==> config.mk <==
export PLATFORM = sky130hd
export DESIGN_NAME = grid_raycast_column_renderer_top
export DESIGN_NICKNAME = d
export VERILOG_FILES = /design/src/rtl/grc_pkg.sv /design/src/rtl/grc_ctrl.sv /design/src/rtl/grc_dp.sv /design/src/rtl/grid_raycast_column_renderer_top.sv
export SDC_FILE = /design/constraint.sdc
export NUM_CORES = 2
export LEC_CHECK = 0
export BUFFER_PORTS_ARGS = -buffer_cell sky130_fd_sc_hd__buf_4
export CORE_ASPECT_RATIO = 1.5
export CORE_MARGIN = 5
export CORE_UTILIZATION = 40
export DETAILED_ROUTE_END_ITERATION = 8
export GPL_ROUTABILITY_DRIVEN = 0
export GPL_TIMING_DRIVEN = 0
export PLACE_DENSITY = 0.59
export SETUP_SLACK_MARGIN = 0.5
export SLEW_MARGIN = 20
export SYNTH_ARGS = -nofsm -noshare
export SYNTH_HDL_FRONTEND = slang
export SYNTH_SLANG_ARGS = --single-unit
==> constraint.sdc <==
create_clock -name clk_i -period 10.6 [get_ports clk_i]
set_input_delay 0.53 -clock clk_i [delete_from_list [all_inputs] [get_ports clk_i]]
set_output_delay 0.53 -clock clk_i [all_outputs]
set_load 0.01 [all_outputs]
==> src/rtl/grc_pkg.sv <==
`timescale 1ns / 1ps
`default_nettype none
package grc_pkg;

  // Screen and ray limits
  localparam int SCREEN_COLUMNS = 100;
  localparam int SCREEN_ROWS    = 40;
  localparam int MAX_STEPS      = 160;

  // Field widths
  localparam int COL_W  = 7;
  localparam int ROW_W  = 6;
  localparam int CHAR_W = 7;
  localparam int HIT_W  = 8;
  localparam int POS_W  = 12;
  localparam int ANG_W  = 12;
  localparam int SIN_W  = 16;
  localparam int WALL_W = 64;
  localparam int ADDR_W = 3;

  // Derived widths
  localparam int KW     = $clog2(MAX_STEPS + 1);
  localparam int YW     = $clog2(SCREEN_ROWS);
  localparam int NW     = $clog2(SCREEN_ROWS * MAX_STEPS + 1);
  localparam int CW     = NW + 2;
  localparam int DW     = KW + 1;
  localparam int CNT_W  = $clog2(NW);
  localparam int ACC_W  = KW + 24;

  // Column to angle offset: col*512/SCREEN_COLUMNS via reciprocal
  localparam int       RECIP_SHIFT = 30;
  localparam longint   RECIP       = ((64'd1 << RECIP_SHIFT) + SCREEN_COLUMNS - 1)
                                     / SCREEN_COLUMNS;
  localparam int       ANGLE_BASE  = 4096 - 256;

  // Ray cell limits: cell = acc / 163840, 16 cells per axis
  localparam int CELL_LIMIT = 16 * 163840;
  localparam int CELL_SHIFT = 15;

  // Characters
  localparam logic [CHAR_W-1:0] CH_SPACE = 7'd32;
  localparam logic [CHAR_W-1:0] CH_HASH  = 7'd35;
  localparam logic [CHAR_W-1:0] CH_EIGHT = 7'd56;
  localparam logic [CHAR_W-1:0] CH_PLUS  = 7'd43;
  localparam logic [CHAR_W-1:0] CH_COLON = 7'd58;
  localparam logic [CHAR_W-1:0] CH_DOT   = 7'd46;
  localparam logic [CHAR_W-1:0] CH_X     = 7'd120;
  localparam logic [CHAR_W-1:0] CH_DASH  = 7'd45;

  // Register indexes
  localparam logic [ADDR_W-1:0] CFG_WALL0 = 3'd0;
  localparam logic [ADDR_W-1:0] CFG_WALL1 = 3'd1;
  localparam logic [ADDR_W-1:0] CFG_WALL2 = 3'd2;
  localparam logic [ADDR_W-1:0] CFG_WALL3 = 3'd3;
  localparam logic [ADDR_W-1:0] CFG_PX    = 3'd4;
  localparam logic [ADDR_W-1:0] CFG_PY    = 3'd5;
  localparam logic [ADDR_W-1:0] CFG_VA    = 3'd6;

  typedef enum logic [6:0] {
    S_IDLE = 7'b0000001,
    S_SINE = 7'b0000010,
    S_INIT = 7'b0000100,
    S_STEP = 7'b0001000,
    S_DSET = 7'b0010000,
    S_DIV  = 7'b0100000,
    S_EMIT = 7'b1000000
  } grc_state_e;

  typedef struct packed {
    logic load;
    logic sine;
    logic init;
    logic step;
    logic dset;
    logic div;
    logic emit;
  } grc_cmd_t;

  typedef struct packed {
    logic step_end;
    logic div_done;
    logic emit_free;
    logic emit_last;
  } grc_sts_t;

  // Quarter-wave sine, Q1.14, one entry per 64 angle units
  function automatic logic [14:0] quarter_tab(input logic [4:0] i);
    logic [14:0] v;
    case (i)
      5'd0:    v = 15'd0;
      5'd1:    v = 15'd1606;
      5'd2:    v = 15'd3196;
      5'd3:    v = 15'd4756;
      5'd4:    v = 15'd6270;
      5'd5:    v = 15'd7723;
      5'd6:    v = 15'd9102;
      5'd7:    v = 15'd10394;
      5'd8:    v = 15'd11585;
      5'd9:    v = 15'd12665;
      5'd10:   v = 15'd13623;
      5'd11:   v = 15'd14449;
      5'd12:   v = 15'd15137;
      5'd13:   v = 15'd15678;
      5'd14:   v = 15'd16069;
      5'd15:   v = 15'd16305;
      default: v = 15'd16384;
    endcase
    return v;
  endfunction

  // Interpolated sine of a 12-bit angle, signed Q1.14
  function automatic logic signed [SIN_W-1:0] sine_q14(input logic [ANG_W-1:0] a);
    logic [10:0] t;
    logic [4:0]  i;
    logic [5:0]  f;
    logic [14:0] lo;
    logic [14:0] hi;
    logic [20:0] prod;
    logic [14:0] v;
    t    = a[10] ? (11'd1024 - {1'b0, a[9:0]}) : {1'b0, a[9:0]};
    i    = t[10:6];
    f    = t[5:0];
    lo   = quarter_tab(i);
    hi   = quarter_tab(i + 5'd1);
    prod = 21'(hi - lo) * 21'(f);
    v    = (i >= 5'd16) ? 15'd16384 : lo + 15'(prod >> 6);
    return a[11] ? -$signed({1'b0, v}) : $signed({1'b0, v});
  endfunction

endpackage
`default_nettype wire

==> src/rtl/grc_ctrl.sv <==
`timescale 1ns / 1ps
`default_nettype none
module grc_ctrl import grc_pkg::*; (
  input  wire logic     clk_i,
  input  wire logic     rst_ni,
  input  wire logic     in_valid_i,
  output logic          in_ready_o,
  input  grc_sts_t      sts_i,
  output grc_cmd_t      cmd_o
);

  grc_state_e state_q, state_d;

  assign in_ready_o = (state_q == S_IDLE);

  // Sequencer: angle, sine, ray march, divide, emit
  always_comb begin
    state_d = state_q;
    cmd_o   = '0;
    case (state_q)
      S_IDLE: begin
        if (in_valid_i) begin
          cmd_o.load = 1'b1;
          state_d    = S_SINE;
        end
      end
      S_SINE: begin
        cmd_o.sine = 1'b1;
        state_d    = S_INIT;
      end
      S_INIT: begin
        cmd_o.init = 1'b1;
        state_d    = S_STEP;
      end
      S_STEP: begin
        cmd_o.step = 1'b1;
        if (sts_i.step_end) state_d = S_DSET;
      end
      S_DSET: begin
        cmd_o.dset = 1'b1;
        state_d    = S_DIV;
      end
      S_DIV: begin
        cmd_o.div = 1'b1;
        if (sts_i.div_done) state_d = S_EMIT;
      end
      S_EMIT: begin
        cmd_o.emit = 1'b1;
        if (sts_i.emit_free && sts_i.emit_last) state_d = S_IDLE;
      end
      default: state_d = S_IDLE;
    endcase
  end

  always_ff @(posedge clk_i or negedge rst_ni) begin
    if (!rst_ni) state_q <= S_IDLE;
    else         state_q <= state_d;
  end

endmodule
`default_nettype wire

==> src/rtl/grc_dp.sv <==
`timescale 1ns / 1ps
`default_nettype none
module grc_dp import grc_pkg::*; (
  input  wire logic              clk_i,
  input  wire logic              rst_ni,
  input  grc_cmd_t               cmd_i,
  output grc_sts_t               sts_o,
  input  wire logic [COL_W-1:0]  column_i,
  input  wire logic [255:0]      wall_i,
  input  wire logic [POS_W-1:0]  player_x_i,
  input  wire logic [POS_W-1:0]  player_y_i,
  input  wire logic [ANG_W-1:0]  view_angle_i,
  output logic                   out_valid_o,
  input  wire logic              out_ready_i,
  output logic [ROW_W-1:0]       row_o,
  output logic [CHAR_W-1:0]      pixel_char_o,
  output logic [HIT_W-1:0]       hit_steps_o,
  output logic                   last_o
);

  logic [ANG_W-1:0]          ang_q;
  logic signed [SIN_W-1:0]   sx_q, cy_q;
  logic signed [ACC_W-1:0]   acc_x_q, acc_y_q;
  logic [KW-1:0]             k_q, steps_q;
  logic                      neg_q;
  logic [NW-1:0]             dvd_q;
  logic [DW-1:0]             rem_q, div_q;
  logic [CNT_W-1:0]          cnt_q;
  logic [YW-1:0]             y_q;
  logic                      oval_q;

  // Column to ray angle
  logic [63:0]      quot_prod;
  logic [ANG_W-1:0] ang_d;
  assign quot_prod = 64'(column_i) * 64'(RECIP);
  assign ang_d = view_angle_i + ANG_W'(ANGLE_BASE) + ANG_W'(quot_prod >> (RECIP_SHIFT - 9));

  // Start positions scaled by 640
  logic signed [ACC_W-1:0] px_s, py_s;
  assign px_s = $signed(ACC_W'(player_x_i));
  assign py_s = $signed(ACC_W'(player_y_i));

  // Cell lookup from the current accumulators
  logic        out_x, out_y, out_any, wall_bit;
  logic [6:0]  tx, ty;
  logic [14:0] mx, my;
  logic [3:0]  cx, cy;
  assign out_x   = (acc_x_q < 0) || (acc_x_q >= ACC_W'(CELL_LIMIT));
  assign out_y   = (acc_y_q < 0) || (acc_y_q >= ACC_W'(CELL_LIMIT));
  assign out_any = out_x || out_y;
  assign tx = acc_x_q[CELL_SHIFT+6:CELL_SHIFT];
  assign ty = acc_y_q[CELL_SHIFT+6:CELL_SHIFT];
  assign mx = 15'(tx) * 15'd205;
  assign my = 15'(ty) * 15'd205;
  assign cx = mx[13:10];
  assign cy = my[13:10];
  assign wall_bit = wall_i[{cy, cx}];

  assign sts_o.step_end = out_any || wall_bit || (k_q == KW'(MAX_STEPS));

  // Divider setup: num = ROWS*(steps-20)
  logic signed [CW-1:0] num_s;
  logic [NW-1:0]        mag;
  assign num_s = $signed(CW'(SCREEN_ROWS)) * $signed(CW'(steps_q))
                 - $signed(CW'(20 * SCREEN_ROWS));
  assign mag   = (num_s < 0) ? NW'(-num_s) : NW'(num_s);

  // One restoring step per cycle
  logic [DW:0] rem_sh;
  logic        qbit;
  assign rem_sh = {rem_q, dvd_q[NW-1]};
  assign qbit   = (rem_sh >= {1'b0, div_q});
  assign sts_o.div_done = (cnt_q == CNT_W'(NW - 1));

  // Row shading
  logic signed [CW:0] ceil_s, floor_s, ys;
  logic [YW:0]        up;
  logic [CHAR_W-1:0]  shade, ch;
  assign ceil_s  = neg_q ? -$signed((CW+1)'(dvd_q)) : $signed((CW+1)'(dvd_q));
  assign floor_s = $signed((CW+1)'(SCREEN_ROWS)) - ceil_s;
  assign ys      = $signed((CW+1)'(y_q));
  assign up      = (YW+1)'(SCREEN_ROWS) - (YW+1)'(y_q);

  always_comb begin
    if (4 * steps_q <= MAX_STEPS)      shade = CH_HASH;
    else if (3 * steps_q < MAX_STEPS)  shade = CH_EIGHT;
    else if (2 * steps_q < MAX_STEPS)  shade = CH_PLUS;
    else if (steps_q < MAX_STEPS)      shade = CH_COLON;
    else                               shade = CH_DOT;
    if (ys <= ceil_s)                    ch = CH_SPACE;
    else if (ys <= floor_s)              ch = shade;
    else if (8 * up < SCREEN_ROWS)       ch = CH_X;
    else if (4 * up < SCREEN_ROWS)       ch = CH_DASH;
    else if (8 * up < 3 * SCREEN_ROWS)   ch = CH_DOT;
    else                                 ch = CH_SPACE;
  end

  assign sts_o.emit_free = !oval_q || out_ready_i;
  assign sts_o.emit_last = (y_q == YW'(SCREEN_ROWS - 1));

  // Payload registers
  always_ff @(posedge clk_i) begin
    if (cmd_i.load) ang_q <= ang_d;
    if (cmd_i.sine) begin
      sx_q <= sine_q14(ang_q);
      cy_q <= sine_q14(ang_q + ANG_W'(1024));
    end
    if (cmd_i.init) begin
      acc_x_q <= (px_s <<< 9) + (px_s <<< 7) + ACC_W'(sx_q);
      acc_y_q <= (py_s <<< 9) + (py_s <<< 7) + ACC_W'(cy_q);
      k_q     <= KW'(1);
    end
    if (cmd_i.step) begin
      if (sts_o.step_end) begin
        steps_q <= (!out_any && wall_bit) ? k_q : KW'(MAX_STEPS);
      end else begin
        acc_x_q <= acc_x_q + ACC_W'(sx_q);
        acc_y_q <= acc_y_q + ACC_W'(cy_q);
        k_q     <= k_q + KW'(1);
      end
    end
    if (cmd_i.dset) begin
      neg_q <= (num_s < 0);
      dvd_q <= mag;
      rem_q <= '0;
      div_q <= {steps_q, 1'b0};
      cnt_q <= '0;
      y_q   <= '0;
    end
    if (cmd_i.div) begin
      rem_q <= qbit ? DW'(rem_sh - {1'b0, div_q}) : DW'(rem_sh);
      dvd_q <= {dvd_q[NW-2:0], qbit};
      cnt_q <= cnt_q + CNT_W'(1);
    end
    if (cmd_i.emit && sts_o.emit_free) begin
      row_o        <= ROW_W'(y_q);
      pixel_char_o <= ch;
      hit_steps_o  <= HIT_W'(steps_q);
      last_o       <= sts_o.emit_last;
      y_q          <= y_q + YW'(1);
    end
  end

  // Output slot
  always_ff @(posedge clk_i or negedge rst_ni) begin
    if (!rst_ni)                            oval_q <= 1'b0;
    else if (cmd_i.emit && sts_o.emit_free) oval_q <= 1'b1;
    else if (out_ready_i)                   oval_q <= 1'b0;
  end

  assign out_valid_o = oval_q;

  a_k_range: assert property (@(posedge clk_i) disable iff (!rst_ni)
    cmd_i.step |-> (k_q >= KW'(1)) && (k_q <= KW'(MAX_STEPS)))
    else $error("ray step count out of range");

  a_div_nonzero: assert property (@(posedge clk_i) disable iff (!rst_ni)
    cmd_i.div |-> (div_q != '0))
    else $error("divider has zero divisor");

  a_last_row: assert property (@(posedge clk_i) disable iff (!rst_ni)
    (cmd_i.emit && sts_o.emit_free && sts_o.emit_last) |=>
      (last_o && row_o == ROW_W'(SCREEN_ROWS - 1)))
    else $error("last flag not on bottom row");

endmodule
`default_nettype wire

==> src/rtl/grid_raycast_column_renderer_top.sv <==
// Flow: the column's ray angle and sine are registered, then the ray is marched one step per
// cycle, k the ray steps taken (1 to MAX_STEPS), then the row bounds come from a divider;
// characters are then emitted one per cycle while the output accepts them, and the next
// column is taken only after the last character of the previous column has been issued.
// Reset: asynchronous, active low; walls clear, player at (2.0, 2.0), angle 0, idle.
`timescale 1ns / 1ps
`default_nettype none
module grid_raycast_column_renderer_top import grc_pkg::*; (
  input  wire logic              clk_i,
  input  wire logic              rst_ni,
  input  wire logic              s_axis_tvalid,
  output logic                   s_axis_tready,
  input  wire logic [7:0]        s_axis_tdata,   // [6:0] column
  output logic                   m_axis_tvalid,
  input  wire logic              m_axis_tready,
  output logic [23:0]            m_axis_tdata,   // [5:0] row, [12:6] pixel_char, [20:13] hit_steps
  output logic                   m_axis_tlast,
  input  wire logic              cfg_valid_i,
  output logic                   cfg_ready_o,
  input  wire logic [ADDR_W-1:0] cfg_addr_i,
  input  wire logic [WALL_W-1:0] cfg_data_i
);

  logic [WALL_W-1:0] wall0_q, wall1_q, wall2_q, wall3_q;
  logic [POS_W-1:0]  px_q, py_q;
  logic [ANG_W-1:0]  va_q;

  assign cfg_ready_o = 1'b1;

  // Configuration registers
  always_ff @(posedge clk_i or negedge rst_ni) begin
    if (!rst_ni) begin
      wall0_q <= '0;
      wall1_q <= '0;
      wall2_q <= '0;
      wall3_q <= '0;
      px_q    <= POS_W'(512);
      py_q    <= POS_W'(512);
      va_q    <= '0;
    end else if (cfg_valid_i) begin
      case (cfg_addr_i)
        CFG_WALL0: wall0_q <= cfg_data_i;
        CFG_WALL1: wall1_q <= cfg_data_i;
        CFG_WALL2: wall2_q <= cfg_data_i;
        CFG_WALL3: wall3_q <= cfg_data_i;
        CFG_PX:    px_q    <= cfg_data_i[POS_W-1:0];
        CFG_PY:    py_q    <= cfg_data_i[POS_W-1:0];
        CFG_VA:    va_q    <= cfg_data_i[ANG_W-1:0];
        default:   ;
      endcase
    end
  end

  grc_cmd_t          cmd;
  grc_sts_t          sts;
  logic [ROW_W-1:0]  row;
  logic [CHAR_W-1:0] pixel_char;
  logic [HIT_W-1:0]  hit_steps;

  grc_ctrl u_ctrl (
    .clk_i      (clk_i),
    .rst_ni     (rst_ni),
    .in_valid_i (s_axis_tvalid),
    .in_ready_o (s_axis_tready),
    .sts_i      (sts),
    .cmd_o      (cmd)
  );

  grc_dp u_dp (
    .clk_i        (clk_i),
    .rst_ni       (rst_ni),
    .cmd_i        (cmd),
    .sts_o        (sts),
    .column_i     (s_axis_tdata[COL_W-1:0]),
    .wall_i       ({wall3_q, wall2_q, wall1_q, wall0_q}),
    .player_x_i   (px_q),
    .player_y_i   (py_q),
    .view_angle_i (va_q),
    .out_valid_o  (m_axis_tvalid),
    .out_ready_i  (m_axis_tready),
    .row_o        (row),
    .pixel_char_o (pixel_char),
    .hit_steps_o  (hit_steps),
    .last_o       (m_axis_tlast)
  );

  assign m_axis_tdata = {3'b000, hit_steps, pixel_char, row};

endmodule
`default_nettype wire

== After elaboration in Yosys (flattened, before gate mapping) ==
Memories as Yosys holds them, arrays and structs flattened.
Index checks and enable logic that the tools add are counted.

* Word-level logic and storage cells: 188
* ROM bits: 896
* Register bits after elaboration: 487
* Bits of input ports: 80
* Memories kept: 4
* Output and inout bits: 28

{| class="wikitable"
|+ Memory list
! name !! depth !! bits a word !! read ports !! clocked after memory_dff !! wr ports !! line !! RTL
|-
| (no name shown) || 16 || 14 || 1 || 0 || 0 || grc_pkg.sv:89 || <nowiki>case (i)</nowiki>
|-
| (no name shown) || 16 || 14 || 1 || 0 || 0 || grc_pkg.sv:89 ||
|-
| (no name shown) || 16 || 14 || 1 || 0 || 0 || grc_pkg.sv:89 ||
|-
| (no name shown) || 16 || 14 || 1 || 0 || 0 || grc_pkg.sv:89 ||
|}

* Mux-type cells: 59
* Equality and inequality tests: 20
* Reductions and logical operators: 24
* $add $sub $neg: 28
* $lt $le $gt $ge: 18
* Multiply operators: 7

{| class="wikitable"
|+ Operator list
! operator !! number
|-
| two-way mux 32 bit || 6
|-
| two-way mux 15 bit || 12
|-
| adder 32 x 16 -> 32 bit || 2
|-
| >= comparator 32 x 23 -> 1 bit, second input constant || 2
|-
| less-than comparator 32 x 1 -> 1 bit, second input constant || 2
|-
| two-way mux 7 bit || 7
|-
| case mux 7 bit (7 select lines) || 1
|-
| adder 23 x 16 -> 24 bit || 2
|-
| adder 21 x 19 -> 22 bit || 2
|-
| multiplier 21 x 6 -> 21 bit || 2
|-
| two-way mux 13 bit || 3
|-
| <= comparator 7 x 16 -> 1 bit || 2
|-
| negation 15 -> 16 bit || 2
|-
| subtractor 15 x 15 -> 16 bit || 2
|-
| multiplier 7 x 24 -> 31 bit, second input constant || 1
|-
| adder 15 bit || 2
|-
| multiplier 7 x 8 -> 14 bit, second input constant || 2
|-
| two-way mux 9 bit || 3
|-
| two-way mux 8 bit || 3
|-
| two-way mux 11 bit || 2
|-
| subtractor 11 x 10 -> 11 bit, first input constant || 2
|-
| two-way mux 5 bit || 4
|-
| two-way mux 16 bit || 1
|-
| negation 13 -> 16 bit || 1
|-
| 51 further kinds || 88
|}

== Longest topological paths before layout ==
An unclocked memory read counts as a cell.

* Depth after elaboration: 13
* Depth in mapped cells: 56
* Depth with buffers taken out: 53

== By module ==
From an unflattened synthesis, not the netlist that was laid out.

* Cells, all modules: 4571
* Area, all modules: 44196.1 µm²

{| class="wikitable"
|+ By module, submodules not included
! module !! instances !! cells an instance !! area an instance (µm²) !! sequential area each (µm²)
|-
| grc_dp || 1 || 3893 || 32168.4 || 4889.7
|-
| grid_raycast_column_renderer_top || 1 || 628 || 11589.9 || 7309.5
|-
| grc_ctrl || 1 || 50 || 437.9 || 176.4
|}

== Least setup slack after synthesis ==
OpenSTA, ideal clock, no wires.

* Path type: register to register
* Start: reg u_dp.ang_q[0]
* End: reg u_dp.sx_q[15] (data pin)
* Setup slack: -0.613 ns
* Arrival: 10.954 ns
* Required time: 10.341 ns
* Stages on the path, launching flop included: 50
* Buffers on the path: 5
* Path through: edfxtp_1 inv_1 clkbuf_1 clkbuf_1 ha_1 nand2_1 or3_1 or3_1 and2_1 xnor2_1 inv_1 clkbuf_1 ha_1 clkbuf_1 clkbuf_1 nor2_1 nor3_1 ha_1 [14 not listed] inv_1 fa_1 inv_1 ha_1 a21o_1 a41o_1 a2111oi_0 nor3_1 a21oi_1 xnor2_1 ha_1 or3_1 nor3_1 or3_1 xnor2_1 nand2_1 or4b_2 o31a_1

* Cells in the longest elaborated chain, start to end: 11
* Elaborated cells on any way between the ends: 15

{| class="wikitable"
|+ RTL lines
! element !! line !! RTL
|-
| start, declared || grc_dp.sv:21 || <nowiki>logic [ANG_W-1:0] ang_q;</nowiki>
|-
| start signal, assigned || grc_dp.sv:103 || <nowiki>if (cmd_i.load) ang_q <= ang_d;</nowiki>
|-
| subtractor 11 x 10 -> 11 bit || grc_pkg.sv:120 || <nowiki>t = a[10] ? (11'd1024 - {1'b0, a[9:0]}) : {1'b0, a[9:0]};</nowiki>
|-
| two-way mux 11 bit (*) || grc_pkg.sv:120 ||
|-
| adder 5 x 1 -> 5 bit || grc_pkg.sv:124 || <nowiki>hi = quarter_tab(i + 5'd1);</nowiki>
|-
| memory read (16 x 14 bit) || -- ||
|-
| two-way mux 15 bit || grc_pkg.sv:89 ||
|-
| two-way mux 15 bit || grc_dp.sv:104 || <nowiki>if (cmd_i.sine) begin</nowiki>
|-
| subtractor 15 x 15 -> 16 bit || grc_pkg.sv:125 || <nowiki>prod = 21'(hi - lo) * 21'(f);</nowiki>
|-
| multiplier 21 x 6 -> 21 bit || grc_pkg.sv:125 ||
|-
| adder 15 bit || grc_pkg.sv:126 || <nowiki>v = (i >= 5'd16) ? 15'd16384 : lo + 15'(prod >> 6);</nowiki>
|-
| two-way mux 15 bit (*) || grc_pkg.sv:126 ||
|-
| negation 15 -> 16 bit (*) || grc_pkg.sv:127 || <nowiki>return a[11] ? -$signed({1'b0, v}) : $signed({1'b0, v});</nowiki>
|-
| end signal, assigned || grc_dp.sv:105 || <nowiki>sx_q <= sine_q14(ang_q);</nowiki>
|-
| end, declared || grc_dp.sv:22 || <nowiki>logic signed [SIN_W-1:0] sx_q, cy_q;</nowiki>
|}

Every way passes the cells marked *; elsewhere a longest branch is shown, timed or not. The select of a mux whose other input is x is not followed.
A chain may end at the register's enable or synchronous reset.

== Final worst setup path ==
Ends and elaborated chain as after synthesis.

==> results.py <==
metrics = {
    "critical_path": {
        "r2r_cells": 41,
        "path_class": "reg -> reg",
        "rrSetupSlack_ns": 0.06,
        "cp_max_fo": 12,
        "slowest_stage": "fa_1",
        "critPathArrivalTime_ns": 10.90,
        "r2r-start": "u_dp.ang_q[0]",
        "crit_path_start_kind": "register",
        "end_kind": "register",
        "r2r_end": "u_dp.sx_q[15]",
        "cp.required_ns": 10.96,
        "max_stage_delay_ns": 0.55,
    },
    "yosys": {
        "synth_fa_ha_area_share_pct": 21.7,
        "ys_ff_latch": 486,
        "synth-edff-count": 114,
        "synthCells": 4501,
        "synthMuxAreaShare_pct": 12.6,
        "synth_top_family_by_area": "adder cells",
        "syn_area_per_cell_um2": 9.57,
        "synthSimpleGateAreaFrac_pct": 12.9,
        "seq_area_frac_synth_pct": 28.7,
        "synthArstFlopShare_pct": 61.7,
        "synth_compound_area_share_pct": 12.4,
        "yosysUniqueCellTypes": 104,
        "ys_warn_count": 0,
        "syn_area_um2": 43100,
        "synth_xor_area_share_pct": 6.22,
        "ys_dominant_reg_cell": "dfrtp_1",
    },
    "clocking": {
        "tritoncts": "built",
        "ctsRootBufferMaster": "clkbuf_16",
        "clk_path_buf_depth": 3,
        "cts_buffers": 48,
        "cts.sinks": 486,
        "ctsHtreeMaxLevel": 2,
        "path_clk_slew_ns": 0.07,
        "clock_latency_ns": 0.63,
    },
    "layout": {
        "num-fill-cells": 10132,
        "final_cell_mix": "inv_1 (433), ha_1 (430), nor2_1 (407)",
        "drive_gt1_share_pct": 21.4,
        "area_growth_pct": 16.9,
        "finalNetCount": 5507,
        "final_common_cell": "inv_1",
        "stdcell_count": 6252,
    },
    "detailed_routing": {
        "via_per_inst": 5.47,
        "vias": 34215,
        "first_iter_violations": 1674,
        "wl_per_cell_um": 19.2,
        "routed_wl_mm": 120,
        "drt_pass1_iterations": 5,
        "ant_nets": 0,
        "drc": 0,
    },
    "floorplanning": {
        "start_util_pct": 40.2,
        "die-area_um2": 114000,
        "io_pins": 108,
        "rows": 147,
        "chipHeight_um": 412,
        "die_w_um": 278,
        "core_area_um2": 107000,
    },
    "sta": {
        "worst_slew_pin_slew_ns": 1.17,
        "setup_violations": 0,
        "slew_violations": 0,
        "fmax_ghz": 0.0949,
        "max_slew_margin_pct": 21.4,
        "fin_skew_ns": 0.0310,
        "hold_slack_ns": 0.0799,
        "layout_min_cycle_time_ns": 10.54,
        "rsz0062_at_grt": "true",
        "finalHoldViolations": 0,
        "finalCritPeriodShare_pct": 99.5,
    },
    "grt": {
        "antenna_found_initial": 8,
        "grt_max_degree": 93,
        "grt.total_usage_pct": 20.3,
        "grt_pass1_wl_mm": 189,
        "overflow": 0,
        "grt_pass1_vias": 35274,
    },
    "min_path": {
        "hold_class": "in -> reg",
        "hold_end": "u_ctrl.state_q[0]",
        "hp-start": "s_axis_tvalid",
        "hold_depth": 2,
    },
    "place": {
        "port_buffers": 101,
        "dpl.cell_count": 6027,
        "dpl.hpwl_mm": 92.4,
    },
    "run_status": {
        "run_status": "finished clean",
    },
    "job": {
        "cap_violations": 0,
    },
}
-- flip-flops by register name, summed over array words and instances (netlist names), 7 cells and up --
register,count
px_q,12
u_dp.dvd_q,13
u_dp.rem_q,9
wall1_q,64
u_dp.acc_x_q,32
wall0_q,64
u_ctrl.state_q,7
u_dp.div_q,8
va_q,12
wall2_q,64
u_dp.hit_steps_o,8
u_dp.acc_y_q,32
u_dp.steps_q,8
u_dp.cy_q,16
py_q,12
u_dp.ang_q,12
u_dp.sx_q,16
wall3_q,64
u_dp.k_q,8
-- area by class of cell --
type	instances	area, um^2	share of cell area (%)
Antenna cell	8	20.0	0.0398
Buffer	149	827	1.64
Clock buffer	53	1240	2.46
Clock inverter	37	417	0.828
Inverter	447	1680	3.34
Multi-Input combinational cell	3422	30100	59.8
Sequential cell	486	12400	24.6
Tap cell	1415	1770	3.52
Timing Repair Buffer	235	1890	3.75
-- synthesized netlist by cell type, types with 11 or more instances --
cell       count  share of area, %
a2111oi_0     16              0.33
mux2i_1      142               3.3
mux4_2        27               1.4
edfxtp_1     114               8.0
o41ai_1       12              0.24
nand3_1       79              0.92
and2_1        22              0.32
buf_2         12              0.14
o211ai_1      16              0.28
o22ai_1       23              0.33
o21ai_0      160               1.9
o21a_1        27              0.47
fa_1         181               8.4
o31a_1        11              0.22
buf_1         13              0.11
dfrtp_1      297                17
dfxtp_1       72               3.3
a21oi_1      245               2.8
inv_1        443               3.9
nand2b_1      47              0.68
o31ai_1       22              0.38
ha_1         457                13
nor2_1       444               3.9
xnor2_1      193               3.9
nand4_1       18              0.26
or4_1         11              0.19
nand2_1      276               2.4
nor3_1        75              0.87
o21bai_1      37              0.65
or3_1         37              0.54
nor2b_1       42              0.61
buf_4         16              0.28
mux2_2       298               7.8
clkbuf_1     105              0.92
or2_2         40              0.58
and3_1        25              0.36
xor2_1       110               2.2
nor4_1        24              0.35
a31oi_1       22              0.32
a221o_1       15              0.35
a21o_1        67               1.2
a211oi_1      37              0.65
-- per-stage QoR --
stage | instance area [um^2] | TNS (ns) | setup WS (ns) | utilization, %
after global routing | 50300 | -1.47 | -0.376 | 47.0
after CTS | 49100 | 0 | 0.0140 | 45.9
after floorplan | 43300 | 0 | 0.496 | -
after detailed placement | 45900 | -15.27 | -1.87 | 42.9
after global placement | 45800 | -14.91 | -1.91 | 42.8
final | 50300 | 0 | 0.0571 | 47.0
-- worst max path at each step --
stage / from / endpoint / slack, ns
3_5_place_dp: u_dp.ang_q[0] / u_dp.sx_q[15] / -1.87
4_1_cts: u_dp.ang_q[0] / u_dp.sx_q[15] / 0.01
6_report: u_dp.ang_q[0] / u_dp.sx_q[15] / 0.06
3_3_place_gp: u_dp.ang_q[0] / u_dp.sx_q[15] / -1.91
5_1_grt: u_dp.ang_q[0] / u_dp.sx_q[15] / -0.38
2_1_floorplan: u_dp.ang_q[0] / u_dp.sx_q[15] / 0.50
-- layer usage --
layer / share of wire, % / global-route usage (%) / up-vias
met4: 5.4 / 9.39 / 0
met5: 0 / 0 / -
met3: 3.4 / 2.03 / 283
li1: - / - / 16326
met2: 52 / 38.1 / 747
met1: 39 / 23.0 / 16859
-- kinds of logic after synthesis --
family / after synthesis
fa+ha+maj: 638
mux: 470
compound gates: 817
xor+xnor: 304
other cells: 2
buf+inv: 596
simple gates: 1188
flops: 486
-- worst max-delay path, delay by kind of cell, from the launching register on --
family / cells / cell delay [ns]
DFF: 1 / 0.53
AOI/OAI and AO/OA: 11 / 2.20
adders and majority gates: 7 / 2.60
and+or+nand+nor: 15 / 3.59
xor gates and xnor gates: 3 / 0.74
buffers and inverters: 5 / 0.60
-- what timing repair did --
item,CTS,global route
endpoints found under the hold margin,39,0
resized for setup,190,180
pin swaps,108,145
endpoints found under the setup margin,25,18
gates cloned,1,0
buffers inserted,76,47
hold buffers,1,0
Power is not shown: default switching activity piles up to over one toggle a cycle in this logic, so the estimate is an artifact.
